[config.mk]
export PLATFORM = sky130hd
export DESIGN_NAME = pbr_back
export DESIGN_NICKNAME = d
export VERILOG_FILES = /design/src/hw/rtl/pbr_pkg.sv /design/src/hw/rtl/pbr_back.sv
export SDC_FILE = /design/constraint.sdc
export NUM_CORES = 1
export LEC_CHECK = 0
export BUFFER_PORTS_ARGS = -buffer_cell sky130_fd_sc_hd__buf_2
export CAP_MARGIN = 10
export CORE_ASPECT_RATIO = 0.6
export CORE_MARGIN = 2
export CORE_UTILIZATION = 55
export DETAILED_ROUTE_END_ITERATION = 16
export PLACE_DENSITY = 0.75
export SYNTH_ARGS = -nofsm -noshare
export SYNTH_HDL_FRONTEND = slang
export SYNTH_SLANG_ARGS = --single-unit
[constraint.sdc]
create_clock -name clk_i -period 6.6 [get_ports clk_i]
set_input_delay 0.66 -clock clk_i [delete_from_list [all_inputs] [get_ports clk_i]]
set_output_delay 0.66 -clock clk_i [all_outputs]
set_load 0.03 [all_outputs]
[src/hw/rtl/pbr_pkg.sv]
// Shared types, constants and the arctangent table for the pixel bearing
// and range pipeline. No dependencies.
package pbr_pkg;

  // Parameter defaults
  localparam int COORD_BITS_DEF    = 14;
  localparam int CORDIC_STAGES_DEF = 16;

  // Configuration register indexes
  localparam int CFG_IDX_W = 2;
  localparam logic [CFG_IDX_W-1:0] REG_IMAGE_WIDTH  = 2'd0;
  localparam logic [CFG_IDX_W-1:0] REG_IMAGE_HEIGHT = 2'd1;
  localparam logic [CFG_IDX_W-1:0] REG_RANGE_SCALE  = 2'd2;

  // Register reset values
  localparam int WIDTH_RST  = 3000;
  localparam int HEIGHT_RST = 4000;
  localparam int SCALE_RST  = 63401;

  // Field widths
  localparam int SCALE_W    = 24;
  localparam int SCALE_HALF = 12;
  localparam int BEARING_W  = 15;
  localparam int RANGE_W    = 23;

  // Angles in 2^-16 degree
  localparam int Z_W   = 24;
  localparam int ATN_W = 23;
  localparam int ANG_W = 25;
  localparam logic [ANG_W-1:0] DEG90  = 25'd5898240;
  localparam logic [ANG_W-1:0] DEG180 = 25'd11796480;
  localparam logic [ANG_W-1:0] DEG360 = 25'd23592960;

  // Output rounding and limits
  localparam int ROUND_HALF   = 512;
  localparam int ROUND_SHIFT  = 10;
  localparam int BEARING_WRAP = 23040;
  localparam int RANGE_MAX    = 8388607;
  localparam int RANGE_SHIFT  = 24;

  // Offsets are scaled by 2^8 on entry to the angle and distance units
  localparam int FRAC_BITS = 8;

  typedef struct packed {
    logic oof;
    logic bx_neg;
    logic by_neg;
    logic ax_zero;
    logic ay_zero;
  } flags_t;

  // atan(2^-i) in 2^-16 degree, rounded to nearest
  function automatic logic [ATN_W-1:0] atan_lookup(input logic [4:0] idx);
    logic [ATN_W-1:0] val;
    unique case (idx)
      5'd0:    val = 23'd2949120;
      5'd1:    val = 23'd1740967;
      5'd2:    val = 23'd919879;
      5'd3:    val = 23'd466945;
      5'd4:    val = 23'd234379;
      5'd5:    val = 23'd117304;
      5'd6:    val = 23'd58666;
      5'd7:    val = 23'd29335;
      5'd8:    val = 23'd14668;
      5'd9:    val = 23'd7334;
      5'd10:   val = 23'd3667;
      5'd11:   val = 23'd1833;
      5'd12:   val = 23'd917;
      5'd13:   val = 23'd458;
      5'd14:   val = 23'd229;
      5'd15:   val = 23'd115;
      5'd16:   val = 23'd57;
      5'd17:   val = 23'd29;
      5'd18:   val = 23'd14;
      5'd19:   val = 23'd7;
      5'd20:   val = 23'd4;
      5'd21:   val = 23'd2;
      5'd22:   val = 23'd1;
      default: val = 23'd0;
    endcase
    return val;
  endfunction

endpackage

[src/hw/rtl/pbr_back.sv]
// Exit stages: quadrant mapping and rounding of the bearing, range scaling in
// two partial products, saturation and the result registers. Uses pbr_pkg.
module pbr_back #(
  parameter int COORD_BITS = pbr_pkg::COORD_BITS_DEF
) (
  input  logic                            clk_i,
  input  logic                            rst_ni,
  input  logic                            valid_i,
  input  pbr_pkg::flags_t                 flags_i,
  input  logic signed [pbr_pkg::Z_W-1:0]  z_i,
  input  logic [COORD_BITS+8:0]           root_i,
  input  logic [pbr_pkg::SCALE_W-1:0]     scale_i,
  output logic                            done_o,
  output logic [pbr_pkg::BEARING_W-1:0]   bearing_o,
  output logic [pbr_pkg::RANGE_W-1:0]     ground_range_o,
  output logic                            out_of_frame_o
);

  localparam int SQ    = COORD_BITS + 9;
  localparam int PW    = SQ + pbr_pkg::SCALE_HALF;
  localparam int SUM_W = SQ + pbr_pkg::SCALE_W + 1;
  localparam int ANG_W = pbr_pkg::ANG_W;
  localparam int HALF  = pbr_pkg::SCALE_HALF;

  // stage C
  logic             c_valid_q, c_oof_q;
  logic [ANG_W-1:0] a_clamp, ang_d, ang_q;
  logic [PW-1:0]    phi_d, plo_d, phi_q, plo_q;

  always_comb begin
    if (z_i[pbr_pkg::Z_W-1]) begin
      a_clamp = '0;
    end else if (ANG_W'(z_i) > pbr_pkg::DEG90) begin
      a_clamp = pbr_pkg::DEG90;
    end else begin
      a_clamp = ANG_W'(z_i);
    end
    // exact answers on the axes and at the centre
    if (flags_i.ay_zero) begin
      a_clamp = '0;
    end else if (flags_i.ax_zero) begin
      a_clamp = pbr_pkg::DEG90;
    end
    unique case ({flags_i.bx_neg, flags_i.by_neg})
      2'b10:   ang_d = pbr_pkg::DEG180 - a_clamp;
      2'b11:   ang_d = pbr_pkg::DEG180 + a_clamp;
      2'b01:   ang_d = pbr_pkg::DEG360 - a_clamp;
      default: ang_d = a_clamp;
    endcase
    phi_d = PW'(root_i) * PW'(scale_i[pbr_pkg::SCALE_W-1:HALF]);
    plo_d = PW'(root_i) * PW'(scale_i[HALF-1:0]);
  end

  always_ff @(posedge clk_i or negedge rst_ni) begin
    if (!rst_ni) begin
      c_valid_q <= 1'b0;
      done_o    <= 1'b0;
    end else begin
      c_valid_q <= valid_i;
      done_o    <= c_valid_q;
    end
  end

  always_ff @(posedge clk_i) begin
    c_oof_q <= flags_i.oof;
    ang_q   <= ang_d;
    phi_q   <= phi_d;
    plo_q   <= plo_d;
  end

  // stage D
  logic [ANG_W:0]    brg_sum;
  logic [15:0]       brg_full;
  logic [SUM_W-1:0]  rng_sum;
  logic [SQ:0]       rng_sh;
  logic [pbr_pkg::BEARING_W-1:0] bearing_d;
  logic [pbr_pkg::RANGE_W-1:0]   range_d;

  always_comb begin
    brg_sum  = {1'b0, ang_q} + (ANG_W+1)'(pbr_pkg::ROUND_HALF);
    brg_full = 16'(brg_sum >> pbr_pkg::ROUND_SHIFT);
    // a full turn after rounding wraps to zero
    if (brg_full >= 16'(pbr_pkg::BEARING_WRAP)) begin
      bearing_d = '0;
    end else begin
      bearing_d = brg_full[pbr_pkg::BEARING_W-1:0];
    end

    rng_sum = (SUM_W'(phi_q) << HALF) + SUM_W'(plo_q) +
              (SUM_W'(1) << (pbr_pkg::RANGE_SHIFT - 1));
    rng_sh  = rng_sum[SUM_W-1:pbr_pkg::RANGE_SHIFT];
    if (32'(rng_sh) > 32'(pbr_pkg::RANGE_MAX)) begin
      range_d = pbr_pkg::RANGE_W'(pbr_pkg::RANGE_MAX);
    end else begin
      range_d = pbr_pkg::RANGE_W'(rng_sh);
    end

    if (c_oof_q) begin
      bearing_d = '0;
      range_d   = '0;
    end
  end

  always_ff @(posedge clk_i) begin
    bearing_o      <= bearing_d;
    ground_range_o <= range_d;
    out_of_frame_o <= c_oof_q;
  end

endmodule

==> results of run 1 <==
==> path summary, 6_finish.rpt <==
kind,startpoint,endpoint,slack (ns)
max in group asynchronous,rst_ni,c_valid_q,5.96
min reg2reg,c_valid_q,done_o,0.35
min,flags_i[4],c_oof_q,0.33
min in group asynchronous,rst_ni,done_o,0.55
max reg2reg,phi_q[2],ground_range_o[12],2.06
max,root_i[10],plo_q[34],0.33
==> power groups by stage <==
stage	Sequential [mW]	Combinational [mW]	Clock, mW
floorplan	1.30	7.27	0
global route	1.27	12.4	1.03
CTS	1.25	11.0	0.990
finish	1.25	11.1	0.978
global placement	1.25	10.6	0
detailed placement	1.26	10.9	0
==> per-stage QoR <==
| step | setup slack [ns] | area [µm²] | TNS, ns | instances | util, % |
|---|---|---|---|---|---|
| after global placement | 0.126 | 23100 | 0 | 3102 | 59.1 |
| after CTS | 0.379 | 23700 | 0 | 3135 | 60.7 |
| after floorplan | 0.398 | 21800 | 0 | 2509 | - |
| after detailed placement | -0.0670 | 23100 | -0.0670 | 3102 | 59.1 |
| final | 0.326 | 23700 | 0 | 3139 | 60.8 |
| after global routing | 0.0853 | 23700 | 0 | 3136 | 60.7 |
==> timing repair <==
action | 4_1_cts | 5_1_grt
setup endpoints to repair | 0 | 0
endpoints found under the hold margin | 2 | 0
hold buffers | 1 | 0
==> synthesized netlist by cell type (10+ instances only) <==
master	n	share of area, %
nand2_1	431	7.4
and2_1	164	4.7
fa_1	419	39
o21ai_0	32	0.74
dfxtp_1	114	10
a21oi_1	65	1.5
o21a_1	13	0.45
nor3_1	33	0.76
xnor2_1	45	1.8
clkbuf_1	106	1.8
a31oi_1	12	0.34
a21o_1	37	1.3
ha_1	197	11
nand3_1	20	0.46
and3_1	16	0.46
xor2_1	29	1.2
nor2_1	88	1.5
o211ai_1	10	0.34
inv_1	524	9.0
==> metal layers <==
| layer | track usage, % | vias to the layer above | share of wire [%] |
|---|---|---|---|
| li1 | - | 7831 | - |
| met1 | 40.9 | 8669 | 43 |
| met2 | 42.5 | 810 | 44 |
| met3 | 8.10 | 88 | 11 |
| met4 | 7.48 | 4 | 1.7 |
| met5 | 2.05 | - | 0.22 |
==> registers in the layout, indices dropped and copies added, names as in the netlist <==
register and count:
c_valid_q 1, c_oof_q 1, ground_range_o 23, bearing_o 15
phi_q 35, ang_q 16, out_of_frame_o 1, done_o 1
plo_q 23
==> final cells by class <==
class                           count  area (µm²)
Tap cell                          522         653
Sequential cell                   116        2330
Antenna cell                        4        10.0
Clock inverter                     14         191
Multi-Input combinational cell   1758       17000
Clock buffer                       18         429
Inverter                          524        1970
Fill cell                        3304       15300
Timing Repair Buffer              183        1080
==> critical path, delay by kind of cell <==
family | cells | cell delay [ns]
fa+ha+maj | 6 | 2.88
buf+inv | 5 | 0.68
xor+xnor | 1 | 0.13
simple gates | 2 | 0.24
compound gates | 7 | 2.04
==> logic make-up (layout without fill, tap and decap cells) <==
group	count (synthesis)	after routing	synth area share [%]
AND/OR/NAND/NOR	818	818	17.5
other	0	4	0
multiplexers	6	6	0.299
AO/OA/AOI/OAI	244	244	7.70
flip-flops	116	116	10.7
XOR/XNOR	74	74	2.98
adder cells (fa/ha/maj)	616	616	49.9
buffers and inverters	635	739	11.0
==> reports/results.tsv, run 1 <==
metric	value	unit
status	complete, no violations	
clockBufferDepth	2	
antenna_found_initial	10	
place_congestion	0.918	
setup_viol	0	
p_int	6.35	mW
cp_slowest_stage_delay	0.59	ns
core_region_area	0.0390	mm²
required	6.96	ns
drc	0	
relSlewSlack	36.1	%
worstPathArrival	6.64	ns
final_cell_mix	inv_1 (524), nand2_1 (431), fa_1 (419)	
yosysWarnings	0	
hold_path.class	in -> reg	
synth_edf_count	0	
async_flop_share	1.72	%
fp.dieH	158	µm
grt_pass1_vias	17900	
area_growth	8.94	%
finalCriticalPeriod	6.27	ns
reg2regPathDepth	11	
slew_viol_final	0	
syn_inst	2509	
hold_ws	0.333	ns
leakagePower	12.4	nW
route.antenna.remaining_nets	0	
worstHoldPathCells	1	
drt_first_pass_iters	6	
path_cells	buf_2, buf_4, nand2_1, fa_1, inv_1, fa_1, fa_1, fa_1, inv_1, fa_1, inv_1, ha_1, a21o_1, a2111o_1, o2111ai_1, o211ai_1, a221oi_1, o211ai_1, o21a_1, nor2_1, xnor2_1	
grt_start_max_net_pins	27	
power_switching	7.00	mW
fmax	159	MHz
cts.clk_slew.worst_paths	0.06	ns
crit_top_cell	fa_1	
tightest_slew	0.959	ns
viasPerCell	5.54	
slowest_stage	a221oi_1	
ys_ff_latch	116	
ir_drop	0.000479	V
ys_types	72	
htreeDepth	4	
synthFlopType	dfxtp_1	
cts_tree	yes	
power.density	563	mW/mm²
drt-initial-drc-count	1394	
cts_buffers	17	
post-dp-hpwl	46700	µm
cap_violations	0	
grt_use_total	28.6	%
die-area	0.0412	mm²
final_common_cell	inv_1	
period_share	95.1	%
clock-root-buffer	clkbuf_16	
total_power	13.4	mW
seqPwrFrac	9.4	%
io_pins	119	
cts_setup_buffers	0	
avgRoutedWirePerCell	17.9	µm
avgSynthCellArea	8.68	µm²
overflow	0	
syn_area	0.0218	mm²
worst_setup_path_end_kind	flop	
critPathMaxFanout	13	
drive_gt1_share	8.92	%
grt_pass1_wl	91600	µm
start_util	55.8	%
critPathKind	in -> reg	
critPathLaunchType	input port	
vias	17400	
port-buffer-count	118	
die_w	261	µm
cts_num_sinks	116	
wirelength	56100	µm
fin_skew	0.0153	ns
post_cts_resized	0	
synth_seq_area_share	10.7	%
rows	56	
synth_nets	3204	
hold_viol	0	
fin_nets	3295	
insertion_delay	0.44	ns
rsz0062_at_grt	false	
pwr-share-comb	83.3	%
p_sw_share	52.4	%
clkPwrFrac	7.3	%
(Power assumes the default switching activity.)
==> run 2, diff against run 1 <==
- REMOVE_ABC_BUFFERS: unset -> 1
==> reports/results.tsv, run 2 (synthesis gave the netlist of run 1 again) <==
metric	value	unit
dp.cells	3116	
area_growth	9.44	%
dp_slack	-0.00493	ns
wl_met2	23700	µm
fmax	160	MHz
rows	56	
hold_path.class	in -> reg	
drive_gt1_share	9.44	%
fin_skew	0.0132	ns
fin_nets	3310	
regMostFlops	phi_q	
antenna_found_initial	0	
rr_endpoint	ground_range_o[2]	
cts_tree	yes	
tns	0	ns
p_sw_share	51.4	%
r2r-start	phi_q[2]	
final_cell_area	0.0238	mm²
drc	0	
grt_pass1_vias	17800	
grt_use_total	27.4	%
route.antenna.remaining_nets	0	
power.density	519	mW/mm²
rrSetupSlack	2.47	ns
largest_register_ff_count	35	
seqPwrFrac	9.9	%
top_layer_used	met4	
die_w	261	µm
drt_first_pass_iters	8	
dpl_cell_area	0.0232	mm²
hold_end	c_oof_q	
cts_num_sinks	116	
worstPathArrival	6.52	ns
io_pins	119	
overflow	0	
pwr-share-comb	82.5	%
min_from	flags_i[4]	
reg_top3	phi_q x35, ground_range_o x23, plo_q x23	
insertion_delay	0.43	ns
rsz0062_at_grt	false	
worstHoldPathCells	1	
htreeDepth	4	
wirelength	53300	µm
total_power	12.4	mW
required	6.89	ns
period_share	94.4	%
wl_met1	24400	µm
cts_buffers	17	
finalCriticalPeriod	6.23	ns
clock-root-buffer	clkbuf_16	
drt-initial-drc-count	1366	
place_congestion	0.900	
final_cells	3150	
port-buffer-count	118	
vias	17200	
hold_ws	0.334	ns
core_region_area	0.0390	mm²
start_util	55.8	%
p_int	6.00	mW
viasPerCell	5.45	
setup_viol	0	
cts.clk_slew.worst_paths	0.06	ns
final_cell_mix	inv_1 (524), nand2_1 (431), fa_1 (419)	
cp-startpoint	root_i[6]	
critPathKind	in -> reg	
grt_pass1_wl	89500	µm
critPathMaxFanout	16	
cap_violations	0	
tightest_slew	1.02	ns
ir_drop	0.000474	V
layout_setup_ws	0.368	ns
post-dp-hpwl	44500	µm
reg2regPathDepth	12	
n_antenna_cell	0	
hold_viol	0	
worst_setup_path_end_kind	flop	
critPathLaunchType	input port	
clkPwrFrac	7.6	%
final_common_cell	inv_1	
relSlewSlack	32.0	%
fp.dieH	158	µm
final_util	61.0	%
cts_setup_buffers	0	
status	complete, no violations	
grt_start_max_net_pins	27	
die-area	0.0412	mm²
avgRoutedWirePerCell	16.9	µm
slew_viol_final	0	
clockBufferDepth	2	
leakagePower	12.5	nW
power_switching	6.35	mW
dr_wl_met3	4600	µm
run 2: layout make-up:
cell class / instances / area (µm²)
Clock buffer: 19 / 443
Clock inverter: 13 / 149
Fill cell: 3284 / 15200
Inverter: 524 / 1970
Multi-Input combinational cell: 1758 / 17000
Sequential cell: 116 / 2330
Tap cell: 522 / 653
Timing Repair Buffer: 198 / 1230
run 2: worst max path at each step:
stage / endpoint / slack, ns / cells past startpoint
final: phi_q[32] / 0.37 / 20
after global routing: phi_q[32] / 0.12 / 20
after CTS: phi_q[32] / 0.40 / 20
after detailed placement: phi_q[32] / -0.005 / 20
after global placement: plo_q[26] / 0.11 / 23
after floorplan: phi_q[32] / 0.64 / 18
run 2: critical path, cell delays in order:
cell	delay, ns
buf_2	0.36
nand2_1	0.16
fa_1	0.57
inv_1	0.05
fa_1	0.47
fa_1	0.52
fa_1	0.54
inv_1	0.05
fa_1	0.53
inv_1	0.04
ha_1	0.33
and3_1	0.21
a221oi_2	0.30
nor2b_1	0.08
a311o_1	0.39
a2111oi_4	0.42
a21oi_2	0.13
a221oi_4	0.31
mux2i_1	0.25
o2111ai_1	0.14
run 2: power groups by stage:
stage,registers [mW],logic (mW),clock network [mW]
floorplan,1.30,7.21,0
detailed placement,1.24,10.1,0
global placement,1.23,9.81,0
finish,1.23,10.2,0.933
global route,1.25,11.5,0.983
CTS,1.23,10.2,0.943
run 2: timing repair:
action,in CTS,in global routing
resized for setup,0,0
setup endpoints to repair,0,0
hold buffers,1,0
endpoints found under the hold margin,2,0
run 2: routing by layer:
metal	GRT usage, %	vias to the layer above
met5	0	-
met2	42.1	744
li1	-	7858
met1	40.7	8534
met3	5.24	46
met4	4.71	0
