<file path="src/hw/rtl/pbr_pkg.sv">
// Shared types, constants and the arctangent table for the pixel bearing
// and range pipeline. No dependencies.
package pbr_pkg;

  // Parameter defaults
  localparam int COORD_BITS_DEF    = 14;
  localparam int CORDIC_STAGES_DEF = 16;

  // Configuration register indexes
  localparam int CFG_IDX_W = 2;
  localparam logic [CFG_IDX_W-1:0] REG_IMAGE_WIDTH  = 2'd0;
  localparam logic [CFG_IDX_W-1:0] REG_IMAGE_HEIGHT = 2'd1;
  localparam logic [CFG_IDX_W-1:0] REG_RANGE_SCALE  = 2'd2;

  // Register reset values
  localparam int WIDTH_RST  = 3000;
  localparam int HEIGHT_RST = 4000;
  localparam int SCALE_RST  = 63401;

  // Field widths
  localparam int SCALE_W    = 24;
  localparam int SCALE_HALF = 12;
  localparam int BEARING_W  = 15;
  localparam int RANGE_W    = 23;

  // Angles in 2^-16 degree
  localparam int Z_W   = 24;
  localparam int ATN_W = 23;
  localparam int ANG_W = 25;
  localparam logic [ANG_W-1:0] DEG90  = 25'd5898240;
  localparam logic [ANG_W-1:0] DEG180 = 25'd11796480;
  localparam logic [ANG_W-1:0] DEG360 = 25'd23592960;

  // Output rounding and limits
  localparam int ROUND_HALF   = 512;
  localparam int ROUND_SHIFT  = 10;
  localparam int BEARING_WRAP = 23040;
  localparam int RANGE_MAX    = 8388607;
  localparam int RANGE_SHIFT  = 24;

  // Offsets are scaled by 2^8 on entry to the angle and distance units
  localparam int FRAC_BITS = 8;

  typedef struct packed {
    logic oof;
    logic bx_neg;
    logic by_neg;
    logic ax_zero;
    logic ay_zero;
  } flags_t;

  // atan(2^-i) in 2^-16 degree, rounded to nearest
  function automatic logic [ATN_W-1:0] atan_lookup(input logic [4:0] idx);
    logic [ATN_W-1:0] val;
    unique case (idx)
      5'd0:    val = 23'd2949120;
      5'd1:    val = 23'd1740967;
      5'd2:    val = 23'd919879;
      5'd3:    val = 23'd466945;
      5'd4:    val = 23'd234379;
      5'd5:    val = 23'd117304;
      5'd6:    val = 23'd58666;
      5'd7:    val = 23'd29335;
      5'd8:    val = 23'd14668;
      5'd9:    val = 23'd7334;
      5'd10:   val = 23'd3667;
      5'd11:   val = 23'd1833;
      5'd12:   val = 23'd917;
      5'd13:   val = 23'd458;
      5'd14:   val = 23'd229;
      5'd15:   val = 23'd115;
      5'd16:   val = 23'd57;
      5'd17:   val = 23'd29;
      5'd18:   val = 23'd14;
      5'd19:   val = 23'd7;
      5'd20:   val = 23'd4;
      5'd21:   val = 23'd2;
      5'd22:   val = 23'd1;
      default: val = 23'd0;
    endcase
    return val;
  endfunction

endpackage

</file>
<file path="src/hw/rtl/pbr_cell.sv">
// One link: a CORDIC vectoring micro-rotation if IDX < CORDIC_STAGES and one root
// digit of the distance square root if IDX < SQ, both registered. Uses pbr_pkg.
module pbr_cell #(
  parameter int COORD_BITS    = pbr_pkg::COORD_BITS_DEF,
  parameter int CORDIC_STAGES = pbr_pkg::CORDIC_STAGES_DEF,
  parameter int IDX           = 0
) (
  input  logic                          clk_i,
  input  logic                          rst_ni,
  input  logic                          valid_i,
  input  pbr_pkg::flags_t               flags_i,
  input  logic signed [COORD_BITS+10:0] x_i,
  input  logic signed [COORD_BITS+10:0] y_i,
  input  logic signed [pbr_pkg::Z_W-1:0] z_i,
  input  logic [2*COORD_BITS+17:0]      rad_i,
  input  logic [COORD_BITS+10:0]        rem_i,
  input  logic [COORD_BITS+8:0]         root_i,
  output logic                          valid_o,
  output pbr_pkg::flags_t               flags_o,
  output logic signed [COORD_BITS+10:0] x_o,
  output logic signed [COORD_BITS+10:0] y_o,
  output logic signed [pbr_pkg::Z_W-1:0] z_o,
  output logic [2*COORD_BITS+17:0]      rad_o,
  output logic [COORD_BITS+10:0]        rem_o,
  output logic [COORD_BITS+8:0]         root_o
);

  localparam int  SQ     = COORD_BITS + 9;
  localparam int  NW     = 2 * SQ;
  localparam int  RW     = SQ + 2;
  localparam int  XW     = COORD_BITS + 11;
  localparam bit  ROT_EN = (IDX < CORDIC_STAGES);
  localparam bit  SQ_EN  = (IDX < SQ);

  logic signed [XW-1:0]           xs, ys, x_d, y_d;
  logic signed [pbr_pkg::Z_W-1:0] atn, z_d;
  logic [RW-1:0]                  trial, sub, rem_d;
  logic [SQ-1:0]                  root_d;
  logic [NW-1:0]                  rad_d;

  always_comb begin
    xs  = x_i >>> IDX;
    ys  = y_i >>> IDX;
    atn = $signed(pbr_pkg::Z_W'(pbr_pkg::atan_lookup(5'(IDX))));
    x_d = x_i;
    y_d = y_i;
    z_d = z_i;
    if (ROT_EN) begin
      // rotate clockwise while y is not negative
      if (!y_i[XW-1]) begin
        x_d = x_i + ys;
        y_d = y_i - xs;
        z_d = z_i + atn;
      end else begin
        x_d = x_i - ys;
        y_d = y_i + xs;
        z_d = z_i - atn;
      end
    end

    trial  = {rem_i[RW-3:0], rad_i[NW-1:NW-2]};
    sub    = {root_i, 2'b01};
    rem_d  = rem_i;
    root_d = root_i;
    rad_d  = rad_i;
    if (SQ_EN) begin
      rad_d = rad_i << 2;
      if (trial >= sub) begin
        rem_d  = trial - sub;
        root_d = {root_i[SQ-2:0], 1'b1};
      end else begin
        rem_d  = trial;
        root_d = {root_i[SQ-2:0], 1'b0};
      end
    end
  end

  always_ff @(posedge clk_i or negedge rst_ni) begin
    if (!rst_ni) begin
      valid_o <= 1'b0;
    end else begin
      valid_o <= valid_i;
    end
  end

  always_ff @(posedge clk_i) begin
    flags_o <= flags_i;
    x_o     <= x_d;
    y_o     <= y_d;
    z_o     <= z_d;
    rad_o   <= rad_d;
    rem_o   <= rem_d;
    root_o  <= root_d;
  end

endmodule

</file>
<file path="config.mk">
export PLATFORM = sky130hd
export DESIGN_NAME = pbr_cell
export DESIGN_NICKNAME = d
export VERILOG_FILES = /design/src/hw/rtl/pbr_pkg.sv /design/src/hw/rtl/pbr_cell.sv
export SDC_FILE = /design/constraint.sdc
export NUM_CORES = 1
export LEC_CHECK = 0
export BUFFER_PORTS_ARGS = -buffer_cell sky130_fd_sc_hd__buf_2
export CAP_MARGIN = 30
export CORE_ASPECT_RATIO = 0.6
export CORE_MARGIN = 10
export CORE_UTILIZATION = 50
export CTS_BUF_LIST = sky130_fd_sc_hd__clkbuf_16
export DETAILED_ROUTE_END_ITERATION = 12
export PLACE_DENSITY = 0.81
export SLEW_MARGIN = 5
export SYNTH_ARGS = -nofsm -noshare
export SYNTH_HDL_FRONTEND = slang
export SYNTH_SLANG_ARGS = --single-unit
</file>
<file path="constraint.sdc">
create_clock -name clk_i -period 0.8 [get_ports clk_i]
set_clock_uncertainty 0.1 [all_clocks]
set_input_delay 0.04 -clock clk_i [delete_from_list [all_inputs] [get_ports clk_i]]
set_output_delay 0.04 -clock clk_i [all_outputs]
set_load 0.005 [all_outputs]
</file>
==> flow_summary_export.csv, run 1 <==
group,metric,value,unit
synthesis,ys_ff_latch,171,
synthesis,synthTopCellsByCount,"dfxtp_1 (170), inv_1 (110), a21oi_1 (109), ha_1 (103), nor2_1 (84)",
status,outcome,"did not finish",
floorplan,rows,38,
synthesis,synth_ff_type,"dfxtp_1",
synthesis,avgSynthCellArea,8.82,sq um
clocking,ctsLongestPathBuffers,2,
synthesis,yosysSeqAreaShare,37.1,%
placement,gp_congestion,1.04,
floorplan,die_w,196,um
synthesis,ys_warn_count,0,
synthesis,synth_top_area_cell,"dfxtp_1",
clocking,cts_sinks,171,
sta,grt_worst_setup_endpoint,"rem_o[2]$_DFF_P_/D",
synthesis,synth_top_area_share,36.8,%
clocking,cts.htree.levels,4,
placement,dp_hpwl,32500,um
floorplan,die_height,125,um
sta,worst-ep-kind,"register input",
clocking,clock-root-buffer,"clkbuf_16",
synthesis,synth_most_common_cell,"dfxtp_1",
synthesis,synth_edf_count,0,
status,lastStage,"global routing (5_1_grt)",
synthesis,ys_async_sr_fraction,0.585,%
synthesis,synth.area.top_cells,"dfxtp_1 (37%), ha_1 (14%), a21oi_1 (5.9%), xnor2_1 (5.1%), inv_1 (4.5%)",
synthesis,netlist_area,0.00924,sq mm
floorplan,io_pins,350,
placement,placed_cells,1908,
clocking,numCtsBuffers,17,
synthesis,synth_cells,1048,
placement,io_buffer_count,345,
floorplan,start_util,51.0,%
synthesis,synth.distinct_cells,71,
global_route,grt_max_degree,23,
status,error,"[ERROR DPL-0038] Utilization greater than 100%, impossible to legalize",
-- metrics by stage --
| stage | hold WS, ns | util [%] | setup WS, ns | instance area [sq um] |
|---|---|---|---|---|
| floorplan | -0.356 | - | -1.65 | 10100 |
| global placement | -0.285 | 78.5 | -1.91 | 14200 |
| detailed placement | -0.284 | 78.5 | -1.97 | 14200 |
| CTS | -0.205 | 93.9 | -1.41 | 17000 |
-- cells by family after synthesis --
kind of cell,Yosys count,share of synthesized area (%)
simple gates,220,11.3
flops,171,37.1
buf+inv,154,6.70
other cells,1,0.0406
fa+ha+maj,107,14.8
xor+xnor,73,6.92
compound gates,305,21.3
mux,17,1.94
-- repair_timing --
action                                 4_1_cts
resized for setup                          202
hold buffers                               116
setup buffers                               28
setup endpoints to repair                  250
endpoints found under the hold margin      128
pin swaps                                   72
gates cloned                                 1
==> run 2: changes to the inputs <==
--- a/config.mk
+++ b/config.mk
@@ -7,12 +7,10 @@
 export LEC_CHECK = 0
 export BUFFER_PORTS_ARGS = -buffer_cell sky130_fd_sc_hd__buf_2
 export CAP_MARGIN = 30
-export CORE_ASPECT_RATIO = 0.6
 export CORE_MARGIN = 10
-export CORE_UTILIZATION = 50
-export CTS_BUF_LIST = sky130_fd_sc_hd__clkbuf_16
+export CORE_UTILIZATION = 35
 export DETAILED_ROUTE_END_ITERATION = 12
-export PLACE_DENSITY = 0.81
+export PLACE_DENSITY_LB_ADDON = 0.15
 export SLEW_MARGIN = 5
 export SYNTH_ARGS = -nofsm -noshare
 export SYNTH_HDL_FRONTEND = slang
==> flow_summary_export.csv, run 2 <==
group,metric,value,unit
status,outcome,"complete, but fails checks",
status,violations,"negative hold slack, negative setup slack",
clocking,cts_tree,"yes",
route,drc,0,
global_route,grtUsageTotal,22.4,%
route,wire_per_inst,18.7,um
floorplan,die-area,0.0333,sq mm
sta,period_needed,2.23,ns
synthesis,netlist_area,0.00924,sq mm
floorplan,die_height,183,um
synthesis,ys_warn_count,0,
synthesis,yosysSeqAreaShare,37.1,%
global_route,grt_max_degree,28,
route,vias,10649,
sta,fin_crit_sh,278,%
synthesis,synth_top_family_by_area,"compound AO/OA/AOI/OAI gates",
critical_path,crit_path_end_kind,"flop",
global_route,grt_pass1_wl,60200,um
synthesis,synth.distinct_cells,71,
clocking,ctsLongestPathBuffers,2,
global_route,first_global_vias,10894,
critical_path,worst-endpoint-arrival,2.46,ns
critical_path,path_depth,12,
sta,slew_headroom,63.3,%
critical_path,start_kind,"input pin",
critical_path,worstSetupStartpoint,"root_i[2]",
cells_and_area,final_common_cell,"buf_4",
sta,rsz0062_at_grt,"true",
synthesis,synth_top_area_share,36.8,%
synthesis,ys_async_sr_fraction,0.585,%
cells_and_area,area_growth_syn_to_layout,94.7,%
global_route,antenna_found_initial,4,
synthesis,synth_most_common_cell,"dfxtp_1",
sta,setup_viol,250,
synthesis,synth_compound_area_share,21.3,%
placement,gp_congestion,0.923,
sta,fmax,449,MHz
critical_path,timing.critical_path.to,"rem_o[17]",
placement,io_buffer_count,345,
critical_path,worstPathMaxFanout,8,
synthesis,synth_ff_type,"dfxtp_1",
placement,dp_hpwl,29200,um
route,drtIter0Drc,590,
cells_and_area,final_util,69.1,%
floorplan,start_util,35.5,%
clocking,clock-root-buffer,"clkbuf_16",
sta,slew_viol_final,0,
route,firstDrtPassIters,5,
cells_and_area,nets,2115,
critical_path,required,1.03,ns
critical_path,path_buf_inv,3,
clocking,clk_pin_slew,0.08,ns
synthesis,ys_ff_latch,171,
min_path,hp-class,"in -> reg",
synthesis,synthAdderAreaFrac,14.8,%
route,wirelength,40900,um
power_and_ir_drop,leakage,0.00858,uW
clocking,cts_sinks,171,
critical_path,critPathKind,"in -> reg",
sta,holdWs,-0.189,ns
sta,hold_violations,13,
cells_and_area,fillers,1950,
synthesis,synth_edf_count,0,
synthesis,synth-xor-area-share,6.92,%
cells_and_area,regMostFlops,"rad_o",
sta,worst_slack,-1.43,ns
floorplan,rows,59,
synthesis,synth_simple_gate_area_share,11.3,%
sta,worst_pin_slew,0.544,ns
critical_path,cpPeakStageDelay,0.51,ns
synthesis,synthTopCellsByCount,"dfxtp_1 (170), inv_1 (110), a21oi_1 (109), ha_1 (103), nor2_1 (84)",
route,vias_per_cell,4.88,
sta,setup_tns,-119.11,ns
floorplan,io_pins,350,
synthesis,synth_top_area_cell,"dfxtp_1",
synthesis,synthMuxAreaShare,1.94,%
placement,post-place-ws,-1.89,ns
critical_path,slowest_stage,"or4b_4",
global_route,grt_overflow_total,0,
clocking,numCtsBuffers,17,
cells_and_area,most-common-layout-cells,"buf_4 (308), buf_2 (254), dlygate4sd3_1 (116)",
route,ant_nets,0,
cells_and_area,final_cell_area,0.0180,sq mm
floorplan,core_region_area,0.0261,sq mm
cells_and_area,drive_above_1_share,56.4,%
run,cap_viol_max_count,0,
critical_path,cp_cell_sequence,"buf_2 > inv_1 > ha_4 > nand3_2 > a21o_1 > and4b_1 > or4b_4 > a31oi_4 > a21oi_4 > o21ai_4 > buf_12 > mux2_4",
power_and_ir_drop,p_per_area,1710,mW/mm^2
power_and_ir_drop,vdd_ir_drop_max,1.29,mV
placement,dpl_cell_area,0.0142,sq mm
cells_and_area,largest_reg_flops,44,
clocking,cts.htree.levels,4,
synthesis,synth.area.top_cells,"dfxtp_1 (37%), ha_1 (14%), a21oi_1 (5.9%), xnor2_1 (5.1%), inv_1 (4.5%)",
synthesis,synth_cells,1048,
floorplan,die_w,183,um
cells_and_area,top_regs,"rad_o: 44 flops, rem_o: 25 flops, y_o: 25 flops",
critical_path,cp_top_family,"simple AND/OR/NAND/NOR gates",
synthesis,avgSynthCellArea,8.82,sq um
==> run 2: cell counts after synthesis <==
Identical to the previous run, type by type.
==> run 2: power by group <==
part | leakage, uW | internal [uW] | switching, uW | total, uW
clock | 0.000292 | 4220 | 4290 | 8510
combinational | 0.00684 | 6550 | 5500 | 12000
sequential | 0.00145 | 9770 | 463 | 10200
==> run 2: through the flow <==
stage	instances	total power, uW
floorplan	1049	14800
global placement	1987	19400
detailed placement	1987	19500
CTS	2165	29700
global route	2183	32300
finish	2184	30800
==> run 2: per-layer routing <==
layer	share of wire (%)	track usage, %
met1	41	26.3
met2	51	39.5
met3	5.8	4.61
met4	2.6	7.91
met5	0.032	0
==> run 2: logic make-up (layout without fill, tap and decap cells) <==
logic type               Yosys count  in the layout
other                              1              6
flip-flops                       171            171
XOR/XNOR                          73             73
buffers and inverters            154            950
AO/OA/AOI/OAI                    305            305
AND/OR/NAND/NOR                  220            220
multiplexers                      17             17
adder cells (fa/ha/maj)          107            107
==> run 2: worst min-delay path: stages <==
cell and delay, ns:
buf_2 0.14, nor2_4 0.11, a21oi_2 0.03
==> run 2: layout make-up <==
| cell class | count | area [sq um] | share of cell area, % |
|---|---|---|---|
| Timing Repair Buffer | 807 | 6300 | 35.0 |
| Tap cell | 335 | 419 | 2.33 |
| Clock inverter | 15 | 173 | 0.959 |
| Multi-Input combinational cell | 724 | 6620 | 36.8 |
| Inverter | 111 | 514 | 2.86 |
| Sequential cell | 171 | 3540 | 19.6 |
| Antenna cell | 4 | 10.0 | 0.0556 |
| Clock buffer | 17 | 425 | 2.36 |
==> run 2: how the worst min path moves through the flow <==
stage | from | end | slack, ns | cells after the start
floorplan | rst_ni | valid_o | -0.36 | 0
global placement | rst_ni | valid_o | -0.29 | 1
detailed placement | rst_ni | valid_o | -0.28 | 1
CTS | rad_i[45] | rem_o[1] | -0.21 | 3
global route | rad_i[45] | rem_o[1] | -0.18 | 3
finish | rad_i[45] | rem_o[1] | -0.19 | 3
==> run 2: timing repair <==
item,CTS,global route
gates resized for setup,192,214
endpoints found under the hold margin,129,13
setup endpoints to repair,250,252
hold buffers,116,1
pin swaps,99,92
buffers inserted,29,23
gates cloned,2,0
(Power assumes the default switching activity.)
==> run 3: changes to the inputs <==
--- a/config.mk
+++ b/config.mk
@@ -10,7 +10,6 @@
 export CORE_MARGIN = 10
 export CORE_UTILIZATION = 35
 export DETAILED_ROUTE_END_ITERATION = 12
-export PLACE_DENSITY_LB_ADDON = 0.15
 export SLEW_MARGIN = 5
 export SYNTH_ARGS = -nofsm -noshare
 export SYNTH_HDL_FRONTEND = slang
==> flow_summary_export.csv, run 3 (same netlist as run 2, synthesis figures left out) <==
group,metric,value,unit
status,outcome,"complete, but fails checks",
status,violations,"negative hold slack, negative setup slack",
clocking,clk_pin_slew,0.09,ns
route,firstDrtPassIters,7,
global_route,first_global_vias,11010,
critical_path,required,1.06,ns
route,wirelength,41000,um
global_route,grt_pass1_wl,60500,um
sta,hold_violations,14,
sta,fin_crit_sh,271,%
cells_and_area,fillers,1967,
route,vias_per_cell,4.86,
placement,placed_cells,1976,
clocking,clock-root-buffer,"clkbuf_16",
route,ant_nets,0,
route,vias,10600,
critical_path,worst-endpoint-arrival,2.43,ns
sta,rsz0062_at_grt,"true",
sta,fmax,462,MHz
critical_path,worstPathMaxFanout,6,
clocking,numCtsBuffers,17,
floorplan,die_w,183,um
cells_and_area,nets,2109,
sta,period_needed,2.17,ns
sta,slew_viol_final,0,
placement,io_buffer_count,345,
cells_and_area,most-common-layout-cells,"buf_4 (301), buf_2 (253), dlygate4sd3_1 (117), buf_6 (117), dfxtp_1 (93)",
floorplan,start_util,35.5,%
sta,holdWs,-0.0850,ns
cells_and_area,regMostFlops,"rad_o",
clocking,cts.htree.levels,4,
clocking,ctsLongestPathBuffers,2,
critical_path,start_kind,"input pin",
route,drc,0,
cells_and_area,regArea,0.00352,sq mm
floorplan,die_height,183,um
power_and_ir_drop,vdd_ir_drop_max,1.28,mV
clocking,cts_sinks,171,
route,wire_per_inst,18.8,um
placement,gp_congestion,0.902,
global_route,antenna_found_initial,6,
min_path,hp-class,"in -> reg",
clocking,cts_tree,"yes",
critical_path,cp_top_family,"compound AO/OA/AOI/OAI gates",
global_route,grt_overflow_total,0,
cells_and_area,final_common_cell,"buf_4",
run,cap_viol_max_count,0,
global_route,grtUsageTotal,22.5,%
floorplan,io_pins,350,
sta,setup_tns,-115.66,ns
floorplan,rows,59,
critical_path,cpPeakStageDelay,0.51,ns
cells_and_area,top_regs,"rad_o: 44 flops, rem_o: 25 flops, y_o: 25 flops",
sta,setup_viol,250,
critical_path,slowest_stage,"or4b_4",
sta,worst_pin_slew,0.576,ns
power_and_ir_drop,leakage,0.00850,uW
cells_and_area,final_cell_area,0.0178,sq mm
cells_and_area,multi_input_comb_area,0.00648,sq mm
critical_path,critPathKind,"in -> reg",
floorplan,core_region_area,0.0261,sq mm
placement,dpl_cell_area,0.0141,sq mm
floorplan,die-area,0.0333,sq mm
sta,worst_slack,-1.37,ns
cells_and_area,stdcell_count,2179,
critical_path,cp_cell_sequence,"buf_8 > inv_8 > ha_4 > o211ai_1 > a21o_1 > and4b_1 > or4b_4 > a31oi_4 > a21oi_2 > o21ai_4 > buf_6 > buf_6 > buf_8 > nor2_1 > a31oi_1",
cells_and_area,final_util,68.5,%
power_and_ir_drop,p_per_area,1730,mW/mm^2
placement,dp_hpwl,29800,um
critical_path,path_buf_inv,5,
route,drtIter0Drc,516,
cells_and_area,drive_above_1_share,55.0,%
sta,slew_headroom,61.6,%
critical_path,crit_path_end_kind,"flop",
global_route,grt_max_degree,32,
cells_and_area,largest_reg_flops,44,
cells_and_area,area_growth_syn_to_layout,93.1,%
[run 3: cell count changes in the layout (fill, tap and decap cells not counted), moves of 5 or more]
| cell | delta |
|---|---|
| nor2_1 | +13 |
| ha_1 | -5 |
| dfxtp_1 | +5 |
| nor2_4 | -12 |
| buf_4 | -7 |
| o21ai_2 | -5 |
[run 3: timing repair]
| item | in CTS | in global routing |
|---|---|---|
| setup buffers | 28 | 29 |
| endpoints found under the hold margin | 130 | 15 |
| endpoints found under the setup margin | 250 | 252 |
| pin swaps | 82 | 74 |
| gates resized for setup | 182 | 191 |
| gates cloned | 1 | 0 |
| hold buffers | 116 | 2 |
[run 3: where the power goes]
group	leakage, uW	internal (uW)	switching, uW	total [uW]
combinational	0.00675	6460	5370	11800
sequential	0.00145	9760	429	10200
clock	0.000304	4340	4510	8860
total	0.00850	20600	10300	30900
[run 3: final timing paths]
kind | slack (ns) | from | depth (start not counted) | endpoint
setup / recovery | -1.37 | root_i[1] | 15 | rem_o[22]
hold / removal | -0.09 | rem_i[12] | 3 | rem_o[14]
max in group asynchronous | 0.14 | rst_ni | 3 | valid_o
min in group asynchronous | 0.36 | rst_ni | 3 | valid_o
[run 3: final cells by class]
cell class                 instances  area share [%]
sequential                       171            19.7
inverter                         111            2.91
multi-input combinational        724            36.3
antenna                            5          0.0701
tap                              335            2.35
timing repair buffer             801            35.1
clock buffer                      17            2.38
clock inverter                    15            1.16
[run 3: worst min-delay path, delay by kind of cell]
kind / cells / cell delay [ns]
muxes: 1 / 0.14
buffers and inverters: 2 / 0.23
[run 3: per-layer routing]
metal | vias to the layer above | track usage (%) | wire length (um)
li1 | 5197 | - | -
met1 | 4984 | 25.2 | 16200
met2 | 351 | 41.7 | 21600
met3 | 68 | 4.08 | 2100
met4 | 0 | 7.55 | 1120
met5 | - | 0 | 0
[run 3: stage by stage]
stage / setup slack, ns / hold slack [ns] / total power, uW
final: -1.37 / -0.0850 / 30900
after detailed placement: -1.90 / -0.284 / 19400
after global placement: -1.84 / -0.286 / 19300
after CTS: -1.34 / -0.393 / 29800
after global routing: -1.48 / -0.120 / 32300
after floorplan: -1.65 / -0.356 / 14800
==> run 4: changes to the inputs <==
--- a/config.mk
+++ b/config.mk
@@ -10,6 +10,7 @@
 export CORE_MARGIN = 10
 export CORE_UTILIZATION = 35
 export DETAILED_ROUTE_END_ITERATION = 12
+export PLACE_DENSITY_LB_ADDON = 0.12
 export SLEW_MARGIN = 5
 export SYNTH_ARGS = -nofsm -noshare
 export SYNTH_HDL_FRONTEND = slang
==> flow_summary_export.csv, run 4 (same netlist as run 2, synthesis figures left out) <==
group,metric,value,unit
cells_and_area,top_regs,"rad_o: 44 flops, rem_o: 25 flops, y_o: 25 flops",
cells_and_area,area_growth_syn_to_layout,97.3,%
route,ant_nets,0,
critical_path,critPathKind,"in -> reg",
route,wirelength,41000,um
cells_and_area,regMostFlops,"rad_o",
route,wire_per_inst,18.8,um
clocking,numCtsBuffers,17,
critical_path,cp_cell_sequence,"buf_8 > inv_8 > ha_4 > o211ai_1 > a21o_1 > and4b_1 > or4b_4 > a31oi_4 > a21oi_2 > o21ai_4 > buf_12 > buf_4 > nor2_1 > a21oi_1",
status,violations,"negative hold slack, negative setup slack",
sta,worst_pin_slew,0.626,ns
clocking,cts_sinks,171,
global_route,grt_max_degree,33,
min_path,hold_end,"rem_o[14]",
critical_path,path_buf_inv,4,
sta,slew_viol_final,0,
clocking,ctsLongestPathBuffers,2,
sta,hold_violations,13,
power_and_ir_drop,vdd_ir_drop_max,1.63,mV
floorplan,die-area,0.0333,sq mm
global_route,grt_pass1_wl,59900,um
sta,rsz0062_at_grt,"true",
route,vias_per_cell,4.85,
critical_path,start_kind,"input pin",
placement,io_buffer_count,345,
route,vias,10581,
route,firstDrtPassIters,5,
global_route,first_global_vias,10820,
status,outcome,"complete, but fails checks",
critical_path,worstPathMaxFanout,9,
floorplan,start_util,35.5,%
floorplan,io_pins,350,
critical_path,slowest_stage,"or4b_4",
clocking,clock-root-buffer,"clkbuf_16",
placement,dp_hpwl,29400,um
placement,gp_congestion,0.905,
cells_and_area,stdcell_count,2183,
floorplan,die_height,183,um
cells_and_area,most-common-layout-cells,"buf_4 (302), buf_2 (253), buf_6 (119)",
global_route,grtUsageTotal,22.3,%
cells_and_area,drive_above_1_share,56.1,%
cells_and_area,final_util,70.0,%
floorplan,rows,59,
power_and_ir_drop,p_per_area,1710,mW/mm^2
power_and_ir_drop,leakage,0.00863,uW
critical_path,cp_top_family,"compound AO/OA/AOI/OAI gates",
sta,period_needed,2.13,ns
cells_and_area,final_common_cell,"buf_4",
run,cap_viol_max_count,0,
floorplan,die_w,183,um
cells_and_area,largest_reg_flops,44,
route,drtIter0Drc,612,
clocking,clk_pin_slew,0.08,ns
sta,fmax,469,MHz
clocking,cts_tree,"yes",
critical_path,cpPeakStageDelay,0.51,ns
min_path,hold_depth,3,
min_path,min-delay-start,"rem_i[12]",
sta,slew_headroom,58.0,%
sta,fin_crit_sh,267,%
route,drc,0,
critical_path,crit_path_end_kind,"flop",
global_route,antenna_found_initial,3,
placement,placed_cells,1983,
min_path,hp-class,"in -> reg",
critical_path,required,1.05,ns
sta,setup_viol,251,
cells_and_area,nets,2117,
global_route,grt_overflow_total,0,
critical_path,worst-endpoint-arrival,2.39,ns
sta,worst_slack,-1.33,ns
floorplan,core_region_area,0.0261,sq mm
clocking,cts.htree.levels,4,
sta,holdWs,-0.138,ns
## run 4: cell types whose count changed in the layout (fill, tap and decap cells not counted), sizes merged
cell         change
buf              +7
clkinv           -5
diode            -4
inv              +3
bufinv           +1
clkinvlp         +1
dlygate4sd3      +1
## run 4: final cells by class
cell class,count,area (sq um)
fill,1994,7820
multi-input combinational,724,6810
timing repair buffer,809,6360
sequential,171,3530
inverter,111,527
clock buffer,17,425
tap,335,419
clock inverter,15,170
antenna,1,2.50
## run 4: per-layer routing
layer	track usage [%]	routed length (um)	up-vias
met2	38.9	20600	319
li1	-	-	5185
met4	8.10	1440	4
met5	0	27	-
met3	4.09	2190	67
met1	26.6	16700	5006
## run 4: what timing repair did
item	in CTS	in global routing
cloned	0	0
setup buffers	31	34
endpoints found under the hold margin	129	16
endpoints found under the setup margin	250	253
resized for setup	217	225
pin swaps	106	97
hold buffers	116	3
## run 4: metrics by stage
stage                     area [sq um]  total power (uW)  setup WS, ns  TNS [ns]
after floorplan                  10100             14800         -1.65    -85.99
after global placement           14200             19400         -1.84   -114.80
after detailed placement         14200             19500         -1.87   -116.62
after CTS                        17100             29900         -1.29   -110.27
after global routing             18200             32700         -1.45   -121.03
final                            18200             31100         -1.33   -109.02
## run 4: worst min-delay path, cell delays in order
cell and delay [ns]:
buf_2 0.09, buf_4 0.10, mux2_4 0.13
## run 4: how the worst max path moves through the flow
stage                    from         to  slack (ns)  cells after the start
floorplan           root_i[1]  rem_o[13]       -1.65                     11
global placement       y_i[0]    y_o[24]       -1.84                     13
detailed placement     y_i[0]    y_o[24]       -1.87                     13
CTS                 root_i[1]   rem_o[9]       -1.29                     12
global route        root_i[1]  rem_o[22]       -1.45                     14
finish              root_i[1]   rem_o[3]       -1.33                     14
## run 4: power by group
part	total (uW)	internal [uW]	switching [uW]
logic	12200	6640	5590
clock network	8690	4500	4200
registers	10200	9760	444
